File: src/design/svna_ram.sv
// generic single-write, single-read ram with registered read data
`default_nettype none

module svna_ram #(
  parameter int WIDTH = 8,
  parameter int DEPTH = 16
) (
  input  logic                     clk_i,
  input  logic                     we_i,
  input  logic [$clog2(DEPTH)-1:0] waddr_i,
  input  logic [WIDTH-1:0]         wdata_i,
  input  logic [$clog2(DEPTH)-1:0] raddr_i,
  output logic [WIDTH-1:0]         rdata_o
);

  logic [WIDTH-1:0] mem_q [DEPTH];
  logic [WIDTH-1:0] rdata_q;

  always_ff @(posedge clk_i) begin
    if (we_i) begin
      mem_q[waddr_i] <= wdata_i;
    end
    rdata_q <= mem_q[raddr_i];
  end

  assign rdata_o = rdata_q;

endmodule

`default_nettype wire

File: config.mk
export PLATFORM = sky130hd
export DESIGN_NAME = svna_ram
export DESIGN_NICKNAME = d
export VERILOG_FILES = /design/src/design/svna_ram.sv
export SDC_FILE = /design/constraint.sdc
export NUM_CORES = 1
export LEC_CHECK = 0
export BUFFER_PORTS_ARGS = -buffer_cell sky130_fd_sc_hd__buf_2
export CAP_MARGIN = 20
export CORE_MARGIN = 2
export CORE_UTILIZATION = 52
export CTS_CLUSTER_SIZE = 12
export DETAILED_ROUTE_END_ITERATION = 12
export PLACE_DENSITY = 0.7
export RECOVER_POWER = 100
export SETUP_SLACK_MARGIN = 0.15
export SLEW_MARGIN = 15
export SYNTH_ARGS = -nofsm -noshare
export SYNTH_HDL_FRONTEND = slang
export SYNTH_SLANG_ARGS = --single-unit
File: constraint.sdc
create_clock -name clk_i -period 2.3 [get_ports clk_i]
set_input_delay 0.46 -clock clk_i [delete_from_list [all_inputs] [get_ports clk_i]]
set_output_delay 0.46 -clock clk_i [all_outputs]
set_load 0.1 [all_outputs]
# == Yosys cells after proc, flatten, opt, wreduce, memory -nomap -nowiden ==
# Memories as Yosys holds them, arrays and structs flattened. A register that Yosys moved wholly into a read port is not among the register bits.
# Index checks and enable logic that the tools add are counted.
# word_totals
out_inout_bits,8
register_bits,0
ramBits,128
memories,1
word_cells,3
# mem_list
memory,words,word_bits,read_ports,rd_ports_with_merged_regs,write_ports,line,rtl
mem_q,16,8,1,1,1,16,logic [WIDTH-1:0] mem_q [DEPTH];
# classes
mux,2
# op_table
op,n
two-way mux 1 bit,2

# == Logic depth before layout (Yosys ltp) ==
# depth
depth_word,2
mapped_depth,5
mapped_depth_nobuf,3

# == Worst setup path before layout ==
# OpenSTA, ideal clock, no wires.
# synth_timing
path_type,input-to-reg
start,input waddr_i[2]
end,memory mem_q[0][0] (enable)
arrival_ps,1570
stages,2
path_slack_ps,347
required_time_ps,1917
path_cell_list,or3b_2 > nor3_1
# synth_lines
element,line,rtl
"start, declared",10,"input logic [$clog2(DEPTH)-1:0] waddr_i,"
"end, declared",16,
# No word-level cell before the write port.

# == Worst setup path in the final report ==
# layout_timing
start,register rdata_q[1] (netlist: rdata_o[1]) (read register of mem_q)
end,output rdata_o[1]
# layout_lines
element,line,rtl
"start, declared",17,logic [WIDTH-1:0] rdata_q;
"end, declared",13,output logic [WIDTH-1:0] rdata_o
# No word-level cell between the ends.

==> results.cfg <==
[cells_and_area]
number_of_antenna_cells_inserted = 0
post_layout_nonfiller_instances = 428
mostFrequentLayoutCells = sky130_fd_sc_hd__edfxtp_1, sky130_fd_sc_hd__clkbuf_1, sky130_fd_sc_hd__mux4_2, sky130_fd_sc_hd__a22oi_1, sky130_fd_sc_hd__clkbuf_16
fin_area_um2 = 6010
mostFrequentLayoutCell = sky130_fd_sc_hd__edfxtp_1
flow.area_growth_from_synthesis_pct = 16.8
share_of_layout_cells_above_drive_strength_1 = 0.214
final_nets = 300

[yosys]
ys_seq_elements = 136
synth.yosys.seq_area_share = 0.778
synth.cell_area_um2 = 5150
synthCells = 229
synth.largest_area_cell = sky130_fd_sc_hd__edfxtp_1
synth.top_cells.by_area = sky130_fd_sc_hd__edfxtp_1, sky130_fd_sc_hd__mux4_2, sky130_fd_sc_hd__mux4_1
synth_cell_types = 19
share_of_yosys_cell_area_claimed_by_the_top_area_cell_type = 0.747
synth.avg_cell_area_um2 = 22.5
synth_fp_nets = 247
ys.warnings.count = 0

[critical_path]
cp-start-kind = flip-flop
cp_cell_sequence = clkbuf_2
worst-path-max-fanout = 1
timing_worst_setup_path_type = reg2out
r2r_cell_count = 3
cp_data_required_time_ps = 1840
worst_path_largest_cell_delay_ps = 480
timing.critical_path.max_delay_family = buffers and inverters
critical_path.slowest_cell = sky130_fd_sc_hd__clkbuf_2
cp.buffers_inverters = 1
setup.reg_to_reg.worst_slack_ps = 860
timing.critical_path.depth = 1
crit_path_end_kind = primary output
arrival_ps = 1360

[die]
initial_core_util = 0.532
number_of_i_o_pins = 26
die_w_um = 103
fp.coreArea_um2 = 9680
core.rowCount = 36
area_enclosed_by_the_die_boundary_um2 = 10700
floorplan.die.height_um = 103

[route]
topRoutingLayerUsed = met4
detail_route.iter0.violations = 131
postRouteAntennaNets = 0
wl_met2_um = 4670
post_drt_wl_per_cell_um = 21.7
m1WireLength_um = 3860
met3WireLength_um = 621
drt_pass1_iterations = 4
postRouteWirelength_um = 9290
post_drt_via_cell_ratio = 5.65
remaining_drc_errors = 0
vias = 2419

[clocking]
cts_made_buffers = 17
worst_setup_hold_path_clk_slew_ps = 60
setup_bufs_post_cts = 0
post_cts_hold_buffer_count = 0
clock_tree.htree_level_count = 4
cts-root-to-sink-buffers = 2
clock_insertion_delay_worst_skew_ps = 510
cts_tree = done
root_buffer = sky130_fd_sc_hd__clkbuf_8
number_of_gates_resized_after_cts = 0
clock_sinks = 136

[power_and_ir_drop]
worst_ir_drop_vdd_v = 0.000581
leakage_nw = 1.96
fin_total_pwr_mw = 5.69
cellPowerDensity_nw_per_um2 = 947

[placed_design]
port-buffer-count = 25
post-place-cells = 396
gp_routability_congestion = 0.745
dpl.hpwl_um = 5730
placed_area_um2 = 5520

[global_route]
grt_max_degree = 33
via_count_of_the_first_global_routing_pass = 2520
number_of_antenna_violations_at_the_first_check_in_global_routing = 0
grt_remaining_overflow = 0
grt_util_all_layers = 0.199
grt_pass1_wl_um = 14400

[worst_hold_path]
hold_path_class = in2reg
number_of_cells_on_the_worst_hold_path = 1

[outcome]
status = completed

[sta]
maxSlewViolCount = 0
max_clock_freq_ghz = 0.549
finalCritPeriodShare = 0.792
setup_tns_ps = 0
report.final.hold_viol_count = 0
min_period_ps = 1820
maxSlewHeadroom = 0.532
skew_ps = 9.99
setup_viol = 0
grt_setup_unrepaired = no
worst-slew-pin-transition_ps = 699

[run]
timing.max_cap.violations = 0
-- state kept, by name (all words and copies together), names as in the netlist --
| register | flops |
|---|---|
| mem_q | 128 |
| rdata_o | 8 |
-- worst register-to-register path: stages (launching register included) --
cell,delay (ps)
sky130_fd_sc_hd__edfxtp_1,400
sky130_fd_sc_hd__mux4_1,590
sky130_fd_sc_hd__a22oi_1,270
sky130_fd_sc_hd__nand2_1,70
-- layer usage --
layer  vias to the layer above  track usage
met1                      1252        0.264
met3                        11       0.0578
met4                         0       0.0719
met5                         -            0
met2                        73        0.319
li1                       1083            -
-- area by class of cell --
class	instances	area, um2
Multi-Input combinational cell	83	1060
Clock buffer	18	418
Clock inverter	14	149
Fill cell	695	3670
Timing Repair Buffer	44	216
Sequential cell	136	4000
Tap cell	133	166
-- stage by stage --
| step | util | hold WS (ps) | setup slack (ps) |
|---|---|---|---|
| after floorplan | - | 559 | 347 |
| after detailed placement | 0.570 | 669 | 276 |
| after CTS | 0.629 | 313 | 495 |
| after global routing | 0.621 | 495 | 440 |
| after global placement | 0.570 | 651 | 275 |
| final | 0.621 | 469 | 478 |
-- Yosys cell counts --
library cell and instances:
sky130_fd_sc_hd__edfxtp_1 128, sky130_fd_sc_hd__and2_1 1, sky130_fd_sc_hd__buf_2 3, sky130_fd_sc_hd__nand3b_1 2, sky130_fd_sc_hd__clkdlybuf4s25_2 3, sky130_fd_sc_hd__nor3_1 4, sky130_fd_sc_hd__buf_4 1, sky130_fd_sc_hd__nand2b_1 2
sky130_fd_sc_hd__or3b_2 1, sky130_fd_sc_hd__dfxtp_1 8, sky130_fd_sc_hd__nand3_1 1, sky130_fd_sc_hd__mux4_1 14, sky130_fd_sc_hd__mux4_2 18, sky130_fd_sc_hd__buf_6 3, sky130_fd_sc_hd__and2b_1 1, sky130_fd_sc_hd__nand2_1 9
sky130_fd_sc_hd__a22oi_1 16, sky130_fd_sc_hd__nor2_1 13, sky130_fd_sc_hd__nor2b_1 1
-- path summary, 6_finish.rpt --
| check | startpoint | end |
|---|---|---|
| worst min-delay path | wdata_i[1] | mem_q[4][1]$_DFFE_PP_ |
| worst min register to register | mem_q[11][3]$_DFFE_PP_ | rdata_o[3]$_DFF_P_ |
| worst max-delay path | rdata_o[1]$_DFF_P_ | rdata_o[1] |
| worst max register to register | mem_q[9][4]$_DFFE_PP_ | rdata_o[4]$_DFF_P_ |
-- cell families (layout without fill, tap and decap cells) --
| group | after synthesis | in the layout | share of synthesized area |
|---|---|---|---|
| flops | 136 | 136 | 0.778 |
| simple gates | 35 | 35 | 0.0318 |
| compound gates | 16 | 16 | 0.0233 |
| mux | 32 | 32 | 0.150 |
| buf+inv | 10 | 76 | 0.0168 |
-- where the power goes --
group,internal [mW],switching (mW),leakage [nW]
combinational,0.103,0.256,0.477
sequential,2.77,0.0187,1.22
clock,1.54,0.998,0.260
total,4.42,1.27,1.96
(Power assumes the default switching activity.)
