==> src/design/svna_pkg.sv <==
// shared types, constants and codes for the smooth vertex normal accumulator
`default_nettype none

package svna_pkg;

  localparam int MAX_VERTICES = 1024;
  localparam int VTX_W        = $clog2(MAX_VERTICES);
  localparam int POS_W        = 16;
  localparam int EDGE_W       = POS_W + 1;
  localparam int ACC_W        = 24;
  localparam int NRM_W        = 16;
  localparam int CR_W         = 36;
  localparam int MAG_W        = 36;
  localparam int ONE_Q14      = 16384;

  localparam logic [1:0] ACT_LOAD = 2'd0;
  localparam logic [1:0] ACT_TRI  = 2'd1;
  localparam logic [1:0] ACT_READ = 2'd2;

  typedef logic signed [POS_W-1:0]  pos_t;
  typedef logic signed [EDGE_W-1:0] edge_t;
  typedef logic signed [ACC_W-1:0]  acc_t;
  typedef logic signed [NRM_W-1:0]  nrm_t;

  typedef struct packed {
    logic [1:0]       action;
    logic [VTX_W-1:0] vertex_index;
    pos_t             pos_x;
    pos_t             pos_y;
    pos_t             pos_z;
    logic [VTX_W-1:0] corner_a;
    logic [VTX_W-1:0] corner_b;
    logic [VTX_W-1:0] corner_c;
  } in_beat_t;

  typedef struct packed {
    logic [VTX_W-1:0] normal_vertex;
    nrm_t             normal_x;
    nrm_t             normal_y;
    nrm_t             normal_z;
    logic             zero_length;
  } out_beat_t;

  typedef struct packed {
    logic start;
    logic tri_mode;
  } core_req_t;

  typedef struct packed {
    logic busy;
    logic done;
    logic zero;
  } core_rsp_t;

endpackage

`default_nettype wire

==> src/design/svna_core.sv <==
// iterative cross product and unit-length normalizer around one multiplier
`default_nettype none

module svna_core (
  input  logic                clk_i,
  input  logic                rst_ni,
  input  svna_pkg::core_req_t req_i,
  input  svna_pkg::edge_t     e1_i [3],
  input  svna_pkg::edge_t     e2_i [3],
  input  svna_pkg::acc_t      acc_i [3],
  output svna_pkg::core_rsp_t rsp_o,
  output svna_pkg::nrm_t      n_o [3]
);

  localparam logic [3:0] C_IDLE  = 4'd0;
  localparam logic [3:0] C_CROSS = 4'd1;
  localparam logic [3:0] C_ABS   = 4'd2;
  localparam logic [3:0] C_SHIFT = 4'd3;
  localparam logic [3:0] C_SQ    = 4'd4;
  localparam logic [3:0] C_SQRT  = 4'd5;
  localparam logic [3:0] C_DIVI  = 4'd6;
  localparam logic [3:0] C_DIV   = 4'd7;
  localparam logic [3:0] C_DONE  = 4'd8;

  localparam int MW = svna_pkg::MAG_W;
  localparam int CW = svna_pkg::CR_W;
  localparam int NW = svna_pkg::NRM_W;

  logic [3:0] state_q, state_d;
  logic [5:0] cnt_q, cnt_d;
  logic [1:0] comp_q, comp_d;

  svna_pkg::edge_t     e1_q [3], e1_d [3];
  svna_pkg::edge_t     e2_q [3], e2_d [3];
  logic signed [CW-1:0] v_q [3], v_d [3];
  logic [MW-1:0]       m_q [3], m_d [3];
  logic                neg_q [3], neg_d [3];
  svna_pkg::nrm_t      n_q [3], n_d [3];
  logic                zero_q, zero_d;

  logic signed [63:0] prod_q, prod_d;
  logic [63:0]        sum_q, sum_d;
  logic [63:0]        rem_q, rem_d;
  logic [63:0]        res_q, res_d;
  logic [63:0]        bit_q, bit_d;
  logic [31:0]        len_q, len_d;
  logic [14:0]        quo_q, quo_d;

  logic signed [31:0] mul_a, mul_b;
  logic signed [63:0] mul_p;
  logic [1:0]         sq_idx;
  logic [2:0]         cr_idx;
  logic [63:0]        sub_b;
  logic [64:0]        diff;
  logic               ge;
  logic               big, high, all_zero;
  logic [14:0]        q_full, q_clip;
  logic [NW-1:0]      q_ext;

  assign sq_idx = (cnt_q[1:0] == 2'd3) ? 2'd2 : cnt_q[1:0];
  assign cr_idx = cnt_q[2:0] - 3'd1;

  // shared multiplier: cross terms, then squares
  always_comb begin
    mul_a = '0;
    mul_b = '0;
    if (state_q == C_CROSS) begin
      case (cnt_q[2:0])
        3'd0: begin mul_a = 32'(e1_q[1]); mul_b = 32'(e2_q[2]); end
        3'd1: begin mul_a = 32'(e1_q[2]); mul_b = 32'(e2_q[1]); end
        3'd2: begin mul_a = 32'(e1_q[2]); mul_b = 32'(e2_q[0]); end
        3'd3: begin mul_a = 32'(e1_q[0]); mul_b = 32'(e2_q[2]); end
        3'd4: begin mul_a = 32'(e1_q[0]); mul_b = 32'(e2_q[1]); end
        3'd5: begin mul_a = 32'(e1_q[1]); mul_b = 32'(e2_q[0]); end
        default: begin mul_a = '0; mul_b = '0; end
      endcase
    end else begin
      mul_a = signed'({2'b00, m_q[sq_idx][29:0]});
      mul_b = signed'({2'b00, m_q[sq_idx][29:0]});
    end
  end

  assign mul_p = mul_a * mul_b;

  // shared compare-subtract: root digits and quotient bits
  assign sub_b = (state_q == C_SQRT) ? (res_q + bit_q) : bit_q;
  assign diff  = {1'b0, rem_q} - {1'b0, sub_b};
  assign ge    = ~diff[64];

  assign q_full = {quo_q[13:0], ge};
  assign q_clip = (q_full > 15'(svna_pkg::ONE_Q14)) ? 15'(svna_pkg::ONE_Q14) : q_full;
  assign q_ext  = {1'b0, q_clip};

  always_comb begin
    big      = 1'b0;
    high     = 1'b0;
    all_zero = 1'b1;
    for (int i = 0; i < 3; i++) begin
      big      = big | (|m_q[i][MW-1:30]);
      high     = high | (|m_q[i][MW-1:29]);
      all_zero = all_zero & (v_q[i] == '0);
    end
  end

  always_comb begin
    state_d = state_q;
    cnt_d   = cnt_q;
    comp_d  = comp_q;
    e1_d    = e1_q;
    e2_d    = e2_q;
    v_d     = v_q;
    m_d     = m_q;
    neg_d   = neg_q;
    n_d     = n_q;
    zero_d  = zero_q;
    prod_d  = prod_q;
    sum_d   = sum_q;
    rem_d   = rem_q;
    res_d   = res_q;
    bit_d   = bit_q;
    len_d   = len_q;
    quo_d   = quo_q;
    unique case (state_q)
      C_IDLE: begin
        if (req_i.start) begin
          zero_d = 1'b0;
          cnt_d  = '0;
          if (req_i.tri_mode) begin
            e1_d    = e1_i;
            e2_d    = e2_i;
            state_d = C_CROSS;
          end else begin
            for (int i = 0; i < 3; i++) begin
              v_d[i] = CW'(acc_i[i]);
            end
            state_d = C_ABS;
          end
        end
      end
      C_CROSS: begin
        if (cnt_q != 6'd6) begin
          prod_d = mul_p;
        end
        if (cnt_q != 6'd0) begin
          if (!cr_idx[0]) begin
            v_d[cr_idx[2:1]] = prod_q[CW-1:0];
          end else begin
            v_d[cr_idx[2:1]] = v_q[cr_idx[2:1]] - prod_q[CW-1:0];
          end
        end
        cnt_d = cnt_q + 6'd1;
        if (cnt_q == 6'd6) begin
          state_d = C_ABS;
        end
      end
      C_ABS: begin
        for (int i = 0; i < 3; i++) begin
          neg_d[i] = v_q[i][CW-1];
          m_d[i]   = v_q[i][CW-1] ? MW'(-v_q[i]) : MW'(v_q[i]);
        end
        if (all_zero) begin
          zero_d = 1'b1;
          for (int i = 0; i < 3; i++) begin
            n_d[i] = '0;
          end
          state_d = C_DONE;
        end else begin
          state_d = C_SHIFT;
        end
      end
      C_SHIFT: begin
        if (big) begin
          for (int i = 0; i < 3; i++) m_d[i] = m_q[i] >> 1;
        end else if (!high) begin
          for (int i = 0; i < 3; i++) m_d[i] = m_q[i] << 1;
        end else begin
          cnt_d   = '0;
          sum_d   = '0;
          state_d = C_SQ;
        end
      end
      C_SQ: begin
        if (cnt_q != 6'd3) begin
          prod_d = mul_p;
        end
        if (cnt_q != 6'd0) begin
          sum_d = sum_q + prod_q;
        end
        cnt_d = cnt_q + 6'd1;
        if (cnt_q == 6'd3) begin
          rem_d   = sum_q + prod_q;
          res_d   = '0;
          bit_d   = 64'd1 << 62;
          cnt_d   = '0;
          state_d = C_SQRT;
        end
      end
      C_SQRT: begin
        if (ge) begin
          rem_d = diff[63:0];
          res_d = (res_q >> 1) + bit_q;
        end else begin
          res_d = res_q >> 1;
        end
        bit_d = bit_q >> 2;
        cnt_d = cnt_q + 6'd1;
        if (cnt_q == 6'd31) begin
          len_d   = res_d[31:0];
          comp_d  = '0;
          state_d = C_DIVI;
        end
      end
      C_DIVI: begin
        rem_d   = 64'({m_q[comp_q][29:0], 14'b0}) + 64'(len_q >> 1);
        bit_d   = 64'({len_q, 14'b0});
        quo_d   = '0;
        cnt_d   = '0;
        state_d = C_DIV;
      end
      C_DIV: begin
        if (ge) begin
          rem_d = diff[63:0];
        end
        quo_d = q_full;
        bit_d = bit_q >> 1;
        cnt_d = cnt_q + 6'd1;
        if (cnt_q == 6'd14) begin
          n_d[comp_q] = neg_q[comp_q] ? -q_ext : q_ext;
          if (comp_q == 2'd2) begin
            state_d = C_DONE;
          end else begin
            comp_d  = comp_q + 2'd1;
            state_d = C_DIVI;
          end
        end
      end
      C_DONE: begin
        state_d = C_IDLE;
      end
      default: begin
        state_d = C_IDLE;
      end
    endcase
  end

  always_ff @(posedge clk_i or negedge rst_ni) begin
    if (!rst_ni) begin
      state_q <= C_IDLE;
      cnt_q   <= '0;
      comp_q  <= '0;
      zero_q  <= 1'b0;
    end else begin
      state_q <= state_d;
      cnt_q   <= cnt_d;
      comp_q  <= comp_d;
      zero_q  <= zero_d;
    end
  end

  always_ff @(posedge clk_i) begin
    e1_q   <= e1_d;
    e2_q   <= e2_d;
    v_q    <= v_d;
    m_q    <= m_d;
    neg_q  <= neg_d;
    n_q    <= n_d;
    prod_q <= prod_d;
    sum_q  <= sum_d;
    rem_q  <= rem_d;
    res_q  <= res_d;
    bit_q  <= bit_d;
    len_q  <= len_d;
    quo_q  <= quo_d;
  end

  assign rsp_o.busy = (state_q != C_IDLE);
  assign rsp_o.done = (state_q == C_DONE);
  assign rsp_o.zero = zero_q;
  assign n_o        = n_q;

endmodule

`default_nettype wire

==> config.mk <==
export PLATFORM = sky130hd
export DESIGN_NAME = svna_core
export DESIGN_NICKNAME = d
export VERILOG_FILES = /design/src/design/svna_pkg.sv /design/src/design/svna_core.sv
export SDC_FILE = /design/constraint.sdc
export NUM_CORES = 2
export LEC_CHECK = 0
export BUFFER_PORTS_ARGS = -buffer_cell sky130_fd_sc_hd__buf_2
export CAP_MARGIN = 20
export CORE_MARGIN = 2
export CORE_UTILIZATION = 42
export CTS_BUF_LIST = sky130_fd_sc_hd__clkbuf_16
export CTS_CLUSTER_SIZE = 24
export DETAILED_ROUTE_END_ITERATION = 10
export PLACE_DENSITY = 0.65
export SLEW_MARGIN = 30
export SYNTH_ARGS = -nofsm -noshare
export SYNTH_HDL_FRONTEND = slang
export SYNTH_SLANG_ARGS = --single-unit
==> constraint.sdc <==
create_clock -name clk_i -period 18.3 [get_ports clk_i]
set_input_delay 0.915 -clock clk_i [delete_from_list [all_inputs] [get_ports clk_i]]
set_output_delay 0.915 -clock clk_i [all_outputs]
set_load 0.1 [all_outputs]
* Yosys cells after proc, flatten, opt, wreduce, memory -nomap -nowiden
Cells that the tools add are included.
Operators by class: reduce and logical (&&, ||, !) cells 49, shift operators 0, bitwise logic cells 10, equal/unequal tests 37, add/sub/neg operators 13, multipliers 1, divide/modulo/power cells 0, mux-type cells 80, magnitude comparators 6
Operators by type and width (number):
- 64-bit two-way mux | 11
- 108-bit two-way mux | 6
- 108-bit one-hot mux with 2 select lines | 2
- 64-bit one-hot mux with 2 select lines | 3
- 64-bit one-hot mux with 4 select lines | 1
- 36-bit binary-select mux with 2-bit select | 3
- 108-bit bitwise mux | 2
- 36-bit two-way mux | 6
- 32-bit one-hot mux with 3 select lines | 2
- 64-bit one-hot mux with 3 select lines | 1
- 64-bit adder | 2
- 30-bit two-way mux | 4
- 36-bit logical NOT | 3
- 36-bit negator | 3
- 48-bit two-way mux | 2
- 48-bit one-hot mux with 2 select lines | 1
- 36-bit demux with 2-bit select | 1
- 64-bit by 64-bit subtractor with 65-bit output | 1
- 63-bit by 64-bit adder with 64-bit output | 1
- 32-bit by 32-bit multiplier with 64-bit output | 1
- 32-bit two-way mux | 2
- 48-bit bitwise mux | 1
- 44-bit by 31-bit adder with 45-bit output | 1
- 4-bit two-way mux | 9
- other kinds (57) | 127
Storage, ports and cells: memories 0, word-level logic and storage cells 225, latch bits 0, output and inout bits 51, ROM bits 0, RAM bits 0, register bits after elaboration 748

* Longest topological paths before layout
word-level depth 11, mapped depth 41

* Least setup slack after synthesis
OpenSTA, ideal clock, no wires.
path type flip-flop to flip-flop, start point reg bit_q[8], end point reg rem_q[0] (enable), setup slack 8.097 ns, clock period less this slack 10.203 ns, arrival time 9.620 ns, setup time 0.583 ns, cell stages (with the launch flop) 26, required time 17.717 ns, path through edfxtp_1 ha_1 a21o_1 a221o_1 a21o_1 o21a_1 o41a_1 nor3b_1 o21a_1 a21o_1 a21oi_1 xnor2_1 mux2i_1 ha_1 a21o_1 a21o_1 a221oi_1 o21ai_0 a21o_1 a221o_1 a21o_1 a311oi_1 clkbuf_1 buf_2 buf_1 a21boi_0
Between the ends: word-level cells in the longest chain between the ends 5
RTL lines:
- start, declared | RTL line svna_core.sv:45 | logic [63:0] bit_q, bit_d;
- start signal, assigned | RTL line svna_core.sv:271 | bit_q <= bit_d;
- 64-bit adder | RTL line svna_core.sv:86 | assign sub_b = (state_q == C_SQRT) ? (res_q + bit_q) : bit_q;
- 64-bit two-way mux * | RTL line svna_core.sv:86
- 64-bit by 64-bit subtractor with 65-bit output * | RTL line svna_core.sv:87 | assign diff = {1'b0, rem_q} - {1'b0, sub_b};
- 2-bit != test (no source line) *
- 3-bit AND reduction (no source line) *
- end signal, assigned | RTL line svna_core.sv:269 | rem_q <= rem_d;
- end, declared | RTL line svna_core.sv:43 | logic [63:0] rem_q, rem_d;
Mark *: on every way between the ends. The rest lies on a longest branch, timed or not. A chain may end at the register's enable or synchronous reset.

* Final worst setup path
start point reg cnt_q[0], end point reg prod_q[56] (data pin)
Between the ends: word-level cells in the longest chain between the ends 10, elaborated cells between the ends (all ways) 26
RTL lines:
- start, declared | RTL line svna_core.sv:30 | logic [5:0] cnt_q, cnt_d;
- start signal, assigned | RTL line svna_core.sv:254 | cnt_q <= cnt_d;
- 2-bit == test | RTL line svna_core.sv:60 | assign sq_idx = (cnt_q[1:0] == 2'd3) ? 2'd2 : cnt_q[1:0];
- 2-bit two-way mux | RTL line svna_core.sv:60
- 2-bit NOT with 3-bit output (not written as such) | RTL line svna_core.sv:78, svna_core.sv:79
- 36-bit binary-select mux with 2-bit select | RTL line svna_core.sv:78, svna_core.sv:79
- 30-bit two-way mux (not written as such) (2 in series) | RTL line svna_core.sv:78, svna_core.sv:79
- 32-bit two-way mux | RTL line svna_core.sv:67 | if (state_q == C_CROSS) begin
- 32-bit by 32-bit multiplier with 64-bit output * | RTL line svna_core.sv:83 | assign mul_p = mul_a * mul_b;
- named net mul_p[56] | RTL line svna_core.sv:50 | logic signed [63:0] mul_p;
- 64-bit two-way mux (on tied branches) | RTL line svna_core.sv:183, svna_core.sv:141
- 64-bit one-hot mux with 2 select lines * | RTL line svna_core.sv:123 | unique case (state_q)
- end signal, assigned | RTL line svna_core.sv:267 | prod_q <= prod_d;
- end, declared | RTL line svna_core.sv:41 | logic signed [63:0] prod_q, prod_d;
The timed path passes the listed nets; every way through them passes the cells marked *. The select of a mux whose other input is x is not followed.

==> summary.md <==
| Metric | Value |
|---|---|
| Outcome | completed |
| Number of global-route vias before repair | 73,366 |
| Vias post-DR | 73,565 |
| EDFF count, synth | 734 |
| Initial Utilization | 42.4% |
| CP most frequent cell | fa_1 |
| Synth Flop Type | edfxtp_1 |
| Hold Buf Count CTS | 0 |
| CTS tree | done |
| Worst-path clk slew | 0.06 ns |
| Critical path buffer and inverter count | 5 |
| Final hold violations | 0 |
| Crit path largest cell delay | 0.82 ns |
| Die X | 461 µm |
| Initial antenna violation count | 11 |
| Setup_tns | 0 ns |
| Final instance count without filler cells | 12,512 |
| Die height | 461 µm |
| Share of cells above drive strength 1 | 7.24% |
| Root Buffer Master | clkbuf_16 |
| Core ar. | 207,000 µm² |
| Later-pin clock latency in the skew report | 0.77 ns |
| Post-CTS repair timing setup buffer count | 0 |
| Synth-to-Final Area Change | 8.40% |
| Period minus WS final | 13.51 ns |
| Synth Area per Inst | 9.07 µm² |
| Yosys warns | 0 |
| Remaining global-route overflow | 0 |
| Port Buffers | 228 |
| DP Wirelength | 248,000 µm |
| Clock skew | 0.0832 ns |
| H-tree Lvls | 3 |
| First-pass GRT wire length | 465,000 µm |
| Max-Cap Viols | 0 |
| Io pins | 229 |
| Ys async rst share | 1.74% |
| Rows | 167 |
| Crit share post-route | 73.8% |
| Slew margin rel. | 30.4% |
| Net Count, Synth | 11,432 |
| DR DRC count | 0 |
| GPL Wtd Cong | 1.02 |
| Remaining antenna violation count | 0 |
| Synth cell types | 88 |
| Total track usage | 29.0% |
| Via density | 5.88 |
| Sequential-to-total area share from yosys stat | 25.5% |
| Routed len/inst | 24.9 µm |
| Crit-path max FO | 71 |
| CP max stage cell | nand2_1 |
| Final setup vio count | 0 |
| Final nets | 11,391 |
| Endpoint type of the worst setup path | flip-flop |
| Instance count of the mapped netlist | 9,688 |
| Max-slew violation count | 0 |
| TritonRoute pass-1 iters | 9 |
| Pin count of the biggest net entering global routing | 101 |
| CP startpoint kind | flip-flop |
| Layout Utilization | 45.9% |
| Initial DRC Count | 7,911 |
| Post-Route WL | 311,000 µm |
| CTS-repair resized insts | 0 |
| CP delay by family, top | adder cells |
| Crit Path Category | flip-flop to flip-flop |
| Total placed cells including tap cells | 12,339 |
| Clock Sinks | 747 |
| RSZ-0062 raised after global routing | false |
| #FFs+latches synth | 747 |
| Clock Tree Buf Depth | 3 |
| Worst Path Required | 18.74 ns |
| Max Fclk | 74.0 MHz |
| Synthesized area | 87,900 µm² |
| Slew @ Worst Pin | 1.04 ns |
| Die Area | 213,000 µm² |
| Hold WS | 0.105 ns |
| Hold Path Class | input port to asynchronous set/reset pin |
| Crit path DAT | 13.95 ns |
| Cts bufs inserted | 91 |
-- metrics by stage --
| step | setup slack, ns | cell area, µm² |
|---|---|---|
| 6_report | 4.79 | 95300 |
| 3_5_place_dp | 5.12 | 92200 |
| 3_3_place_gp | 5.27 | 92000 |
| 4_1_cts | 5.01 | 95200 |
| 2_1_floorplan | 8.10 | 87900 |
| 5_1_grt | 4.19 | 95300 |
-- layout make-up --
class	count	area, µm²
Multi-Input combinational cell	7265	59600
Sequential cell	747	22400
Inverter	1154	4330
Tap cell	2788	3490
Timing Repair Buffer	388	2390
Clock inverter	75	727
Antenna cell	3	7.51
Clock buffer	92	2300
Fill cell	19660	112000
-- placed cells by master (no fill, tap or decap), drive strengths merged, types with 66 or more instances in the layout --
cell / n
a211oi: 100
a21o: 227
a21oi: 575
a31oi: 160
and2: 68
buf: 388
clkbuf: 92
edfxtp: 734
fa: 1052
ha: 514
inv: 1164
mux2i: 107
nand2: 1141
nand2b: 70
nand3: 133
nand4: 81
nor2: 1121
nor2b: 66
nor3: 98
o21ai: 472
xnor2: 300
xor2: 146
-- cell families (layout without fill, tap and decap cells) --
kind of cell / Yosys count / after routing / share of synthesized area, %
compound gates: 2103 / 2103 / 15.3
xor+xnor: 446 / 446 / 4.45
fa+ha+maj: 1566 / 1566 / 31.3
buf+inv: 1676 / 1709 / 7.17
flops: 747 / 747 / 25.5
mux: 109 / 109 / 1.24
other cells: 0 / 3 / 0
simple gates: 3041 / 3041 / 15.1
-- flip-flops by register name (all words and copies together) (netlist names), 4 cells and up --
register	cells
m_q	108
v_q	108
prod_q	64
rem_q	64
res_q	64
sum_q	64
bit_q	63
e1_q	51
e2_q	51
n_o	48
len_q	32
quo_q	14
cnt_q	6
state_q	4
-- synthesized netlist by cell type, types with 70 or more instances --
cell type	number	share of area (%)
a211oi_1	100	0.85
a21o_1	227	1.9
a21oi_1	575	3.3
a31oi_1	160	1.1
clkbuf_1	472	2.0
edfxtp_1	734	25
fa_1	1052	24
ha_1	514	7.3
inv_1	1151	4.9
mux2i_1	107	1.2
nand2_1	1141	4.9
nand2b_1	70	0.50
nand3_1	133	0.76
nand4_1	81	0.58
nor2_1	1121	4.8
nor3_1	98	0.56
o21ai_0	464	2.6
xnor2_1	300	3.0
xor2_1	146	1.5
-- worst paths after layout --
check / start / end / slack (ns) / cells past startpoint
hold reg to reg: m_q[33] / m_q[32] / 0.55 / 2
min in group clk_i: e2_i[18] / e2_q[18] / 0.32 / 1
max in group asynchronous: rst_ni / state_q[1] / 17.82 / 1
hold / removal: rst_ni / cnt_q[0] / 0.10 / 1
setup reg to reg: cnt_q[0] / prod_q[56] / 4.79 / 34
setup / recovery: cnt_q[0] / prod_q[56] / 4.79 / 34
-- routing by layer --
layer  vias to the layer above  wire length, µm  track usage (%)  share of wire, %
met5                         -               47                0             0.015
met4                         8            19100             15.1               6.1
met3                       753            27400             5.39               8.8
met2                      3637           137000             44.8                44
met1                     36463           128000             38.7                41
li1                      32704                -                -                 -
Power is left out: the tool's default activity adds up to more than one toggle a clock period on the data nets, which glitch-free logic cannot reach.
